[src/hw/rtl/sscd_pkg.sv]
// sscd_pkg: shared types, command characters and segment decode
// for the seven-segment command display core
// no dependencies
package sscd_pkg;

   localparam int TimerWidth = 16;
   localparam int CodeWidth  = 5;

   localparam logic [TimerWidth-1:0] BlankTicksReset = 16'd320;
   localparam logic [TimerWidth-1:0] EndTicksReset   = 16'd1600;
   localparam logic [TimerWidth-1:0] DimTicksReset   = 16'd800;

   // command characters
   localparam logic [7:0] CmdInvertOn  = 8'h26; // '&'
   localparam logic [7:0] CmdInvertOff = 8'h24; // '$'
   localparam logic [7:0] CmdBlank     = 8'h25; // '%'
   localparam logic [7:0] CmdDim       = 8'h23; // '#'

   // display codes beyond the hex digits
   localparam logic [CodeWidth-1:0] CodeBlank = 5'h10;
   localparam logic [CodeWidth-1:0] CodeDash  = 5'h11;

   // configuration register indexes
   typedef enum logic [1:0] {
      CSR_BLANK_TICKS = 2'd0,
      CSR_END_TICKS   = 2'd1,
      CSR_DIM_TICKS   = 2'd2
   } csr_index_type;

   typedef struct packed {
      logic [TimerWidth-1:0] blank_ticks;
      logic [TimerWidth-1:0] end_ticks;
      logic [TimerWidth-1:0] dim_ticks;
   } cfg_type;

   typedef struct packed {
      logic                 time_tick;
      logic                 data_valid;
      logic [7:0]           data_byte;
   } poll_type;

   typedef struct packed {
      logic [CodeWidth-1:0] code;
      logic                 byte_taken;
   } result_type;

   // active-high segment pattern, bit0 is segment a
   function automatic logic [6:0] seg_decode(input logic [CodeWidth-1:0] code);
      logic [6:0] seg;
      seg = 7'h00;
      case (code)
         5'h00:   seg = 7'h3F;
         5'h01:   seg = 7'h06;
         5'h02:   seg = 7'h5B;
         5'h03:   seg = 7'h4F;
         5'h04:   seg = 7'h66;
         5'h05:   seg = 7'h6D;
         5'h06:   seg = 7'h7D;
         5'h07:   seg = 7'h07;
         5'h08:   seg = 7'h7F;
         5'h09:   seg = 7'h6F;
         5'h0A:   seg = 7'h77;
         5'h0B:   seg = 7'h7C;
         5'h0C:   seg = 7'h39;
         5'h0D:   seg = 7'h5E;
         5'h0E:   seg = 7'h79;
         5'h0F:   seg = 7'h71;
         CodeDash: seg = 7'h40;
         default: seg = 7'h00;
      endcase
      return seg;
   endfunction

endpackage

[src/hw/rtl/sscd_engine.sv]
// sscd_engine: timers, mode flags and digit state, updated once per poll
// produces the display code and byte-taken flag for the output stage
// depends on sscd_pkg
module sscd_engine (
   input  logic                clock,
   input  logic                reset,
   input  logic                step,
   input  sscd_pkg::poll_type  poll,
   input  sscd_pkg::cfg_type   cfg,
   output sscd_pkg::result_type result
);

   localparam int TW = sscd_pkg::TimerWidth;

   logic          blank_active_ff, blank_active_in;
   logic [TW-1:0] blank_count_ff,  blank_count_in;
   logic          end_pending_ff,  end_pending_in;
   logic [TW-1:0] end_count_ff,    end_count_in;
   logic          finished_ff,     finished_in;
   logic          dim_active_ff,   dim_active_in;
   logic [TW-1:0] dim_count_ff,    dim_count_in;
   logic          invert_mode_ff,  invert_mode_in;
   logic          digit_valid_ff,  digit_valid_in;
   logic [3:0]    digit_nibble_ff, digit_nibble_in;
   logic [1:0]    duty_phase_ff,   duty_phase_in;

   logic [TW-1:0] blank_dec, end_dec, dim_dec;
   logic          go;
   logic          taken;
   logic [sscd_pkg::CodeWidth-1:0] code;

   always_comb begin
      blank_dec = blank_count_ff;
      end_dec   = end_count_ff;
      dim_dec   = dim_count_ff;
      if (poll.time_tick && blank_active_ff && blank_count_ff != '0) begin
         blank_dec = blank_count_ff - TW'(1);
      end
      if (poll.time_tick && end_pending_ff && end_count_ff != '0) begin
         end_dec = end_count_ff - TW'(1);
      end
      if (poll.time_tick && dim_active_ff && dim_count_ff != '0) begin
         dim_dec = dim_count_ff - TW'(1);
      end

      blank_active_in = blank_active_ff;
      blank_count_in  = blank_dec;
      end_pending_in  = end_pending_ff;
      end_count_in    = end_dec;
      finished_in     = finished_ff;
      dim_active_in   = dim_active_ff;
      dim_count_in    = dim_dec;
      invert_mode_in  = invert_mode_ff;
      digit_valid_in  = digit_valid_ff;
      digit_nibble_in = digit_nibble_ff;
      taken           = 1'b0;
      go              = 1'b1;

      if (blank_active_ff) begin
         if (blank_dec == '0) begin
            blank_active_in = 1'b0;
         end else begin
            go = 1'b0;
         end
      end

      if (go) begin
         if (!poll.data_valid) begin
            if (end_pending_ff) begin
               if (end_dec == '0) begin
                  finished_in = 1'b1;
               end
            end else begin
               end_pending_in = 1'b1;
               end_count_in   = cfg.end_ticks;
            end
         end else begin
            if (dim_active_ff && dim_dec == '0) begin
               dim_active_in = 1'b0;
            end
            taken          = 1'b1;
            end_pending_in = 1'b0;
            finished_in    = 1'b0;
            case (poll.data_byte)
               sscd_pkg::CmdInvertOn: begin
                  invert_mode_in = 1'b1;
               end
               sscd_pkg::CmdInvertOff: begin
                  invert_mode_in = 1'b0;
               end
               sscd_pkg::CmdBlank: begin
                  blank_active_in = 1'b1;
                  blank_count_in  = cfg.blank_ticks;
                  digit_valid_in  = 1'b0;
               end
               sscd_pkg::CmdDim: begin
                  dim_active_in = 1'b1;
                  dim_count_in  = cfg.dim_ticks;
               end
               default: begin
                  digit_valid_in  = 1'b1;
                  digit_nibble_in = poll.data_byte[3:0];
               end
            endcase
         end
      end

      // display code from the updated state
      if (digit_valid_in) begin
         code = {1'b0, invert_mode_in ? ~digit_nibble_in : digit_nibble_in};
      end else begin
         code = sscd_pkg::CodeBlank;
      end

      duty_phase_in = 2'd0;
      if (dim_active_in) begin
         if (duty_phase_ff != 2'd3) begin
            duty_phase_in = duty_phase_ff + 2'd1;
            code          = sscd_pkg::CodeBlank;
         end
      end

      if (blank_active_in) begin
         code = sscd_pkg::CodeBlank;
      end
      if (finished_in) begin
         code = sscd_pkg::CodeDash;
      end

      result.code       = code;
      result.byte_taken = taken;
   end

   always_ff @(posedge clock) begin
      if (reset) begin
         blank_active_ff <= 1'b0;
         blank_count_ff  <= '0;
         end_pending_ff  <= 1'b0;
         end_count_ff    <= '0;
         finished_ff     <= 1'b0;
         dim_active_ff   <= 1'b0;
         dim_count_ff    <= '0;
         invert_mode_ff  <= 1'b0;
         digit_valid_ff  <= 1'b0;
         digit_nibble_ff <= '0;
         duty_phase_ff   <= '0;
      end else if (step) begin
         blank_active_ff <= blank_active_in;
         blank_count_ff  <= blank_count_in;
         end_pending_ff  <= end_pending_in;
         end_count_ff    <= end_count_in;
         finished_ff     <= finished_in;
         dim_active_ff   <= dim_active_in;
         dim_count_ff    <= dim_count_in;
         invert_mode_ff  <= invert_mode_in;
         digit_valid_ff  <= digit_valid_in;
         digit_nibble_ff <= digit_nibble_in;
         duty_phase_ff   <= duty_phase_in;
      end
   end

   // state only moves on a poll
   assert property (@(posedge clock) disable iff (reset)
      !step |=> $stable({blank_active_ff, blank_count_ff, end_pending_ff, end_count_ff,
                         finished_ff, dim_active_ff, dim_count_ff, invert_mode_ff,
                         digit_valid_ff, digit_nibble_ff, duty_phase_ff}))
      else $error("engine state changed without a poll");

   // the dash and blanking never coexist
   assert property (@(posedge clock) disable iff (reset)
      !(blank_active_ff && finished_ff))
      else $error("finished while blanked");

   // duty phase runs only in dim mode
   assert property (@(posedge clock) disable iff (reset)
      duty_phase_ff != 2'd0 |-> dim_active_ff)
      else $error("duty phase outside dim mode");

endmodule

[src/hw/rtl/sscd_out_stage.sv]
// sscd_out_stage: result register, decodes the display code to
// active-low segments and holds the transfer until taken
// depends on sscd_pkg
module sscd_out_stage (
   input  logic                 clock,
   input  logic                 reset,
   input  logic                 load,
   input  sscd_pkg::result_type result,
   input  logic                 rsp_tready,
   output logic                 rsp_tvalid,
   output logic [7:0]           rsp_tdata,
   output logic                 ready
);

   logic       valid_ff,    valid_in;
   logic [6:0] segments_ff, segments_in;
   logic       taken_ff,    taken_in;

   assign ready       = !valid_ff || rsp_tready;
   assign valid_in    = load || (valid_ff && !rsp_tready);
   assign segments_in = ~sscd_pkg::seg_decode(result.code);
   assign taken_in    = result.byte_taken;

   always_ff @(posedge clock) begin
      if (reset) begin
         valid_ff <= 1'b0;
      end else begin
         valid_ff <= valid_in;
      end
   end

   always_ff @(posedge clock) begin
      if (load) begin
         segments_ff <= segments_in;
         taken_ff    <= taken_in;
      end
   end

   assign rsp_tvalid = valid_ff;
   assign rsp_tdata  = {taken_ff, segments_ff};

endmodule

[src/hw/rtl/seven_segment_command_display_core.sv]
// seven_segment_command_display_core: top level with poll input register,
// configuration registers, state engine and result register
// depends on sscd_pkg, sscd_engine, sscd_out_stage

// One poll enters per req transfer and gives exactly one rsp transfer.
// Throughput is one poll per clock while rsp_tready does not stall the
// result register. rsp_tvalid rises once the poll has passed the input
// register, then the state update and segment decode into the result
// register. The poll state advances only when a poll moves from the input
// register into the result register. Configuration writes take effect at
// the next poll and are meant for idle periods.
module seven_segment_command_display_core (
   input  logic        clock,
   input  logic        reset,
   input  logic        req_tvalid,
   output logic        req_tready,
   input  logic [15:0] req_tdata,  // [0] time_tick, [8:1] data_byte, [15:9] zero
   input  logic        req_tuser,  // [0] data_valid
   output logic        rsp_tvalid,
   input  logic        rsp_tready,
   output logic [7:0]  rsp_tdata,  // [6:0] segments, [7] byte_taken
   input  logic        csr_we,
   input  logic [1:0]  csr_index,
   input  logic [15:0] csr_wdata
);

   logic               in_valid_ff, in_valid_in;
   sscd_pkg::poll_type poll_ff;
   sscd_pkg::cfg_type  cfg_ff;
   sscd_pkg::result_type result;
   logic               out_ready;
   logic               step;

   assign step        = in_valid_ff && out_ready;
   assign req_tready  = !in_valid_ff || out_ready;
   assign in_valid_in = (req_tvalid && req_tready) || (in_valid_ff && !out_ready);

   always_ff @(posedge clock) begin
      if (reset) begin
         in_valid_ff <= 1'b0;
      end else begin
         in_valid_ff <= in_valid_in;
      end
   end

   always_ff @(posedge clock) begin
      if (req_tvalid && req_tready) begin
         poll_ff.time_tick  <= req_tdata[0];
         poll_ff.data_valid <= req_tuser;
         poll_ff.data_byte  <= req_tdata[8:1];
      end
   end

   always_ff @(posedge clock) begin
      if (reset) begin
         cfg_ff.blank_ticks <= sscd_pkg::BlankTicksReset;
         cfg_ff.end_ticks   <= sscd_pkg::EndTicksReset;
         cfg_ff.dim_ticks   <= sscd_pkg::DimTicksReset;
      end else if (csr_we) begin
         unique case (csr_index)
            sscd_pkg::CSR_BLANK_TICKS: cfg_ff.blank_ticks <= csr_wdata;
            sscd_pkg::CSR_END_TICKS:   cfg_ff.end_ticks   <= csr_wdata;
            sscd_pkg::CSR_DIM_TICKS:   cfg_ff.dim_ticks   <= csr_wdata;
            default: begin
            end
         endcase
      end
   end

   sscd_engine u_engine (
      .clock  (clock),
      .reset  (reset),
      .step   (step),
      .poll   (poll_ff),
      .cfg    (cfg_ff),
      .result (result)
   );

   sscd_out_stage u_out (
      .clock      (clock),
      .reset      (reset),
      .load       (step),
      .result     (result),
      .rsp_tready (rsp_tready),
      .rsp_tvalid (rsp_tvalid),
      .rsp_tdata  (rsp_tdata),
      .ready      (out_ready)
   );

   // a held poll is never dropped
   assert property (@(posedge clock) disable iff (reset)
      in_valid_ff && !out_ready |=> in_valid_ff)
      else $error("held poll lost");

   // a poll with no byte offered never reports the byte taken
   assert property (@(posedge clock) disable iff (reset)
      step && !poll_ff.data_valid |=> !rsp_tdata[7])
      else $error("byte taken on an empty poll");

   // every poll step lands in the result register
   assert property (@(posedge clock) disable iff (reset)
      step |=> rsp_tvalid)
      else $error("poll step without result");

endmodule

[config.mk]
export PLATFORM = sky130hd
export DESIGN_NAME = seven_segment_command_display_core
export DESIGN_NICKNAME = d
export VERILOG_FILES = /design/src/hw/rtl/sscd_pkg.sv /design/src/hw/rtl/sscd_engine.sv /design/src/hw/rtl/sscd_out_stage.sv /design/src/hw/rtl/seven_segment_command_display_core.sv
export SDC_FILE = /design/constraint.sdc
export NUM_CORES = 1
export LEC_CHECK = 0
export ABC_CLOCK_PERIOD_IN_PS = 13100
export BUFFER_PORTS_ARGS = -buffer_cell sky130_fd_sc_hd__buf_2
export CAP_MARGIN = 10
export CELL_PAD_IN_SITES_DETAIL_PLACEMENT = 0
export CELL_PAD_IN_SITES_GLOBAL_PLACEMENT = 1
export CORE_ASPECT_RATIO = 1.1
export CORE_MARGIN = 5
export CORE_UTILIZATION = 49
export CTS_BUF_LIST = sky130_fd_sc_hd__clkbuf_16
export CTS_CLUSTER_DIAMETER = 60
export DETAILED_ROUTE_END_ITERATION = 16
export PLACE_DENSITY_LB_ADDON = 0.1
export RECOVER_POWER = 50
export SYNTH_ARGS = -nofsm -noshare
export SYNTH_HDL_FRONTEND = slang
export SYNTH_SLANG_ARGS = --single-unit
export TNS_END_PERCENT = 100
[constraint.sdc]
create_clock -name clock -period 13.1 [get_ports clock]
set_input_delay 0.655 -clock clock [delete_from_list [all_inputs] [get_ports clock]]
set_output_delay 0.655 -clock clock [all_outputs]
set_load 0.05 [all_outputs]
* Word level (Yosys, flattened, before mapping)
Memories as Yosys holds them, arrays and structs flattened.
Cells that the tools add are included.
** Storage, ports and cells
- Memories kept :: 1
- Bits in latches :: 0
- Bits in writable memories :: 0
- Word-level logic and storage cells :: 113
- Memory bits (read-only) :: 224
- Register bits :: 128
- Bits of input ports :: 40
** Memory list
- (name not given) :: words 32, width 7, rd ports 1, clocked after memory_dff 0, write ports 0, line sscd_pkg.sv:51 : case (code)
** Cells by class
- Equality and inequality tests :: 7
- Multiply operators :: 0
- Bitwise operators :: 2
- Muxes and demuxes :: 46
- Divide/modulo/power cells :: 0
- Shifts and indexed selects :: 0
- $add $sub $neg :: 4
- $lt $le $gt $ge :: 0
- Reduce and logical (&&, ||, !) cells :: 32
** Operators with widths (number)
- 16-bit 2-to-1 mux :: 12
- 16-bit zero test :: 3
- 16-bit nonzero test :: 3
- 16-bit by 1-bit subtractor with 16-bit output (second input constant) :: 3
- 8-bit by 6-bit == test with 1-bit output (second input constant) :: 4
- 5-bit 2-to-1 mux :: 5
- 1-bit 2-to-1 mux :: 21
- 4-bit 2-to-1 mux :: 4
- 1-bit logical AND :: 11
- 2-bit AND reduction :: 4
- 7-bit inverter :: 1
- 1-bit zero test :: 4
- 1-bit logical OR :: 4
- 2-bit 2-to-1 mux :: 2
- 4-bit inverter :: 1
- 1-bit case mux with 2 select lines :: 2
- 4-bit OR reduction :: 1
- 3-bit OR reduction :: 1
- 2-bit by 1-bit adder with 2-bit output (second input constant) :: 1
- 2-bit by 1-bit == test with 1-bit output (second input constant) :: 1
- 2-bit == test (second input constant) :: 1
- 2-bit zero test :: 1
- 2-bit inequality test (second input constant) :: 1

* Longest topological paths before layout
An unclocked memory read counts as a cell.
- Depth in word-level cells :: 16
- Depth in mapped cells :: 19

* Modules after synthesis
From an unflattened synthesis, not the netlist that was laid out.
** Unflattened totals
- Cells, all modules :: 886
- Area, all modules :: 7519.7 um^2
** By module, submodules not included
- sscd_engine :: times used 1, cells an instance 633, area each 4629.4 um^2
- seven_segment_command_display_core :: times used 1, cells an instance 200, area each 2304.7 um^2
- sscd_out_stage :: times used 1, cells an instance 53, area each 585.6 um^2

* Least setup slack after synthesis
No wires, ideal clock.
- Path type :: register -> register
- From :: reg u_engine.blank_count_ff[0]
- To :: reg u_out.segments_ff[3], data pin
- Slack :: 8575 ps
- Setup time :: 265 ps
- Buffers on the path :: 0
- Cell stages (with the launch flop) :: 18
- Clock period less this slack :: 4525 ps
- Arrival time :: 4260 ps
- Cell sequence :: dfxtp_1 -> inv_1 -> ha_1 -> nor4b_4 -> nand4_2 -> a2111oi_0 -> o2111ai_1 -> or3_1 -> or4_1 -> a32o_1 -> a21o_1 -> a211oi_2 -> or2_1 -> inv_1 -> ha_1 -> inv_1 -> mux4_2 -> nand2b_1
** On the way
- Word-level cells in the longest chain between the ends :: 16
- Elaborated cells between the ends (all ways) :: 26
** Ends and longest elaborated chain
- start, declared :: line sscd_engine.sv:16 : logic [TW-1:0] blank_count_ff, blank_count_in;
- start signal, assigned :: line sscd_engine.sv:149 : blank_count_ff <= blank_count_in;
- branches (longest 2 deep; another with 16-bit by 1-bit subtractor with 16-bit output)
- 16-bit 2-to-1 mux (*) :: line sscd_engine.sv:36 : if (poll.time_tick && blank_active_ff && blank_count_ff != '0) begin
- 16-bit zero test (*) :: line sscd_engine.sv:60 : if (blank_dec == '0) begin
- 1-bit 2-to-1 mux :: line sscd_engine.sv:60
- 1-bit 2-to-1 mux :: line sscd_engine.sv:59 : if (blank_active_ff) begin
- 4-bit 2-to-1 mux :: line sscd_engine.sv:67 : if (go) begin
- 4-bit inverter :: line sscd_engine.sv:110 : code = {1'b0, invert_mode_in ? ~digit_nibble_in : digit_nibble_in};
- 4-bit 2-to-1 mux :: line sscd_engine.sv:110
- 5-bit 2-to-1 mux :: line sscd_engine.sv:109 : if (digit_valid_in) begin
- 5-bit 2-to-1 mux :: line sscd_engine.sv:117 : if (duty_phase_ff != 2'd3) begin
- 5-bit 2-to-1 mux :: line sscd_engine.sv:116 : if (dim_active_in) begin
- 5-bit 2-to-1 mux :: line sscd_engine.sv:123 : if (blank_active_in) begin
- 5-bit 2-to-1 mux (*) :: line sscd_engine.sv:126 : if (finished_in) begin
- memory read 32 x 7 bit (*)
- 7-bit inverter (*) :: line sscd_out_stage.sv:21 : assign segments_in = ~sscd_pkg::seg_decode(result.code);
- net u_out.segments_in[3] :: line sscd_out_stage.sv:16 : logic [6:0] segments_ff, segments_in;
- end signal, assigned :: line sscd_out_stage.sv:34 : segments_ff <= segments_in;
- end, declared :: line sscd_out_stage.sv:16
Mark *: on every way through the listed nets, which the timed path passes.
A chain may end at the register's enable or synchronous reset.

* Worst setup path in the final report
Same ends and word-level chain as after synthesis.

==> flow_summary.toml <==
[run_status]
status = "complete, but fails checks"
violations = "capacitance limit, slew limit"

[hold_path]
hold_path_class = "in -> reg"
hold_end = "poll_ff[5]"
hold_path_depth = 1
hold_start = "req_tdata[6]"

[die]
num_rows = 45
start_util_pct = 50.4
die_w_microns = 124
top_level_ports = 50
die_area_sq_um = 16800
die_h_microns = 135
coreArea_sq_um = 13900

[global_route]
grt_use_met3_pct = 4.22
grt_util_met1_pct = 30.0
grt_pass1_vias = 6043
grt_usage_pct = 22.5
grt_pass1_wl_mm = 29.9
grt_max_degree = 111
grt_busiest_layer = "met2"
overflow = 0
grtUsageMet2_pct = 36.9
antenna_found_initial = 0

[clock_tree]
cts_resized = 0
insertion_delay_ns = 0.42
clk_pin_slew_ns = 0.06
cts_inserted_buffers = 17
cts_tree = "built"
root_buffer = "clkbuf_16"
cts_setup_buffers = 0
htreeDepth = 4
cts_sinks = 128
clockBufferDepth = 2
holdBufCountCts = 0

[power]
ir_drop_uv = 89.6
power_mw = 0.957
power.density_nw_per_um2 = 124
p_leak_nw = 2.89

[sta]
grt_setup_unrepaired = "false"
maxSlewViolCount = 111
period_share_pct = 41.5
hold_viol = 0
hold_ws_ns = 0.407
final.setup.tns_ns = 0
setup_slack_ns = 7.66
fin_crit_ns = 5.44
setup_viol = 0
skew_ns = 0.00949
worst_slew_pin_slew_ns = 4.86
clock.fmax_mhz = 184
slew_headroom_pct = -224

[critical_path]
rr_endpoint = "u_out.segments_ff[3]"
required_ns = 13.26
cp.arrival_ns = 5.59
cp_max_fo = 12
path_class = "reg -> reg"
cp-start-kind = "flop"
regToRegSetupSlack_ns = 7.66
reg2regPathDepth = 18
rr_startpoint = "u_engine.blank_count_ff[0]"
cp-end-kind = "flop"

[finish]
nNetsFinal = 959
drive_above_1_share_pct = 9.99
area_growth_pct = 10.4
seqCellArea_sq_um = 2740
n_fill_cell = 1356
multi_input_area_sq_um = 3920
final_cells = 1109
final_cell_area_sq_um = 7740
antenna_cells = 0
fin_util_pct = 55.6

[place]
place.gp.congestion = 0.886
place_area_sq_um = 7230
dpl.hpwl_mm = 12.9
port_buffers = 42
place_ws_ns = 7.74
dpl.cell_count = 1077

[yosys]
synth-main-ff-cell = "dfxtp_1"
synth_enable_flop_cells = 18
yosys_warnings = 0
syn_area_sq_um = 7010
yosysSeqAreaShare_pct = 39.1
syn-num-nets = 953
yosys-top-cells-count = "nand2_1 (185), dfxtp_1 (110), a21oi_1 (99), nor2_1 (95), o21ai_0 (55)"
async_flop_share_pct = 0
yosysMostFrequentCell = "nand2_1"
synth_top_cells_by_area = "dfxtp_1 (31%), nand2_1 (9.9%), edfxtp_1 (7.7%), a21oi_1 (7.1%), nor2_1 (5.1%)"
postSynthAreaPerCell_sq_um = 7.77
synth_area_leader_cell = "dfxtp_1"
ys_types = 82
syn_inst = 902
ys_ff_latch = 128
synth_top_area_share_pct = 31.4

[detailed_routing]
drc = 0
avgRoutedWirePerCell_microns = 16.8
totalWireLength_mm = 18.6
drt-initial-drc-count = 492
drtPass1Iterations = 5
antenna_left = 0
viasPerCell = 5.80
vias = 6428

[flow_run]
maxCapViolCount = 1
==> cell type report <==
class	count	area share (%)
Multi-Input combinational cell	691	50.7
Sequential cell	128	35.4
Clock buffer	17	5.50
Tap cell	188	3.04
Timing Repair Buffer	45	2.80
Clock inverter	15	1.34
Inverter	25	1.21
==> sequential cells by signal, summed over array words and instances, names as in the netlist, 2 cells and up <==
name and count:
cfg_ff 48, u_out.segments_ff 7, u_engine.duty_phase_ff 2, u_engine.end_count_ff 16, u_engine.digit_nibble_ff 4, u_engine.blank_count_ff 16, poll_ff 10, u_engine.dim_count_ff 16
==> worst max-delay path: stages (launching register included) <==
cell	delay, ns
dfxtp_1	0.34
inv_1	0.09
ha_1	0.32
nor4b_4	0.30
nand4_2	0.25
nor3_1	0.28
mux2i_1	0.46
nor4bb_4	0.39
a21oi_2	0.17
inv_2	0.22
nand3_1	0.44
a21oi_1	0.52
a211oi_2	0.11
or2_1	0.30
inv_1	0.16
ha_1	0.15
inv_1	0.05
mux4_2	0.44
nand2b_1	0.16
==> placed cells by master (no fill, tap or decap), types with 8 or more instances in the layout <==
master,netlist,routed
a22oi_1,15,15
nand3b_1,13,13
inv_1,24,25
nor2_1,95,95
nand2_1,185,185
nand3_1,15,15
nor4_1,13,13
mux2i_1,11,11
o21ai_0,55,55
clkbuf_16,0,17
edfxtp_1,18,18
nor3_1,22,22
a21oi_1,99,99
clkbuf_1,49,11
dfxtp_1,110,110
or3_1,10,10
nor2b_1,8,8
ha_1,11,11
o211ai_1,8,8
buf_2,4,32
==> where the power goes <==
| group | switching (mW) | leakage [nW] | internal [mW] |
|---|---|---|---|
| combinational | 0.0690 | 1.56 | 0.0353 |
| sequential | 0.00975 | 1.06 | 0.413 |
| clock | 0.175 | 0.274 | 0.255 |
==> layer usage <==
layer  routed length (microns)  vias up
li1                          -     3204
met1                      8580     3036
met3                       802       24
met5                         0        -
met4                       277        0
met2                      8940      164
==> logic make-up (layout without fill, tap and decap cells) <==
group           after synthesis  in the layout  share of synthesized area (%)
simple gates                417            417                           29.3
compound gates              240            240                           21.1
flops                       128            128                           39.1
buf+inv                      83            102                           4.89
mux                          13             13                           2.11
fa+ha+maj                    11             11                           1.96
xor+xnor                     10             10                           1.52
==> worst max-delay path by stage <==
stage / slack, ns / startpoint / to / cells past startpoint
4_1_cts: 7.73 / u_engine.blank_count_ff[0] / u_out.segments_ff[3] / 18
3_5_place_dp: 7.74 / u_engine.blank_count_ff[0] / u_out.segments_ff[3] / 18
3_3_place_gp: 7.88 / u_engine.blank_count_ff[0] / u_out.segments_ff[3] / 18
6_report: 7.66 / u_engine.blank_count_ff[0] / u_out.segments_ff[3] / 18
2_1_floorplan: 8.57 / u_engine.blank_count_ff[0] / u_out.segments_ff[3] / 17
5_1_grt: 7.29 / u_engine.blank_count_ff[0] / u_out.segments_ff[3] / 18
(Power assumes the default switching activity.)
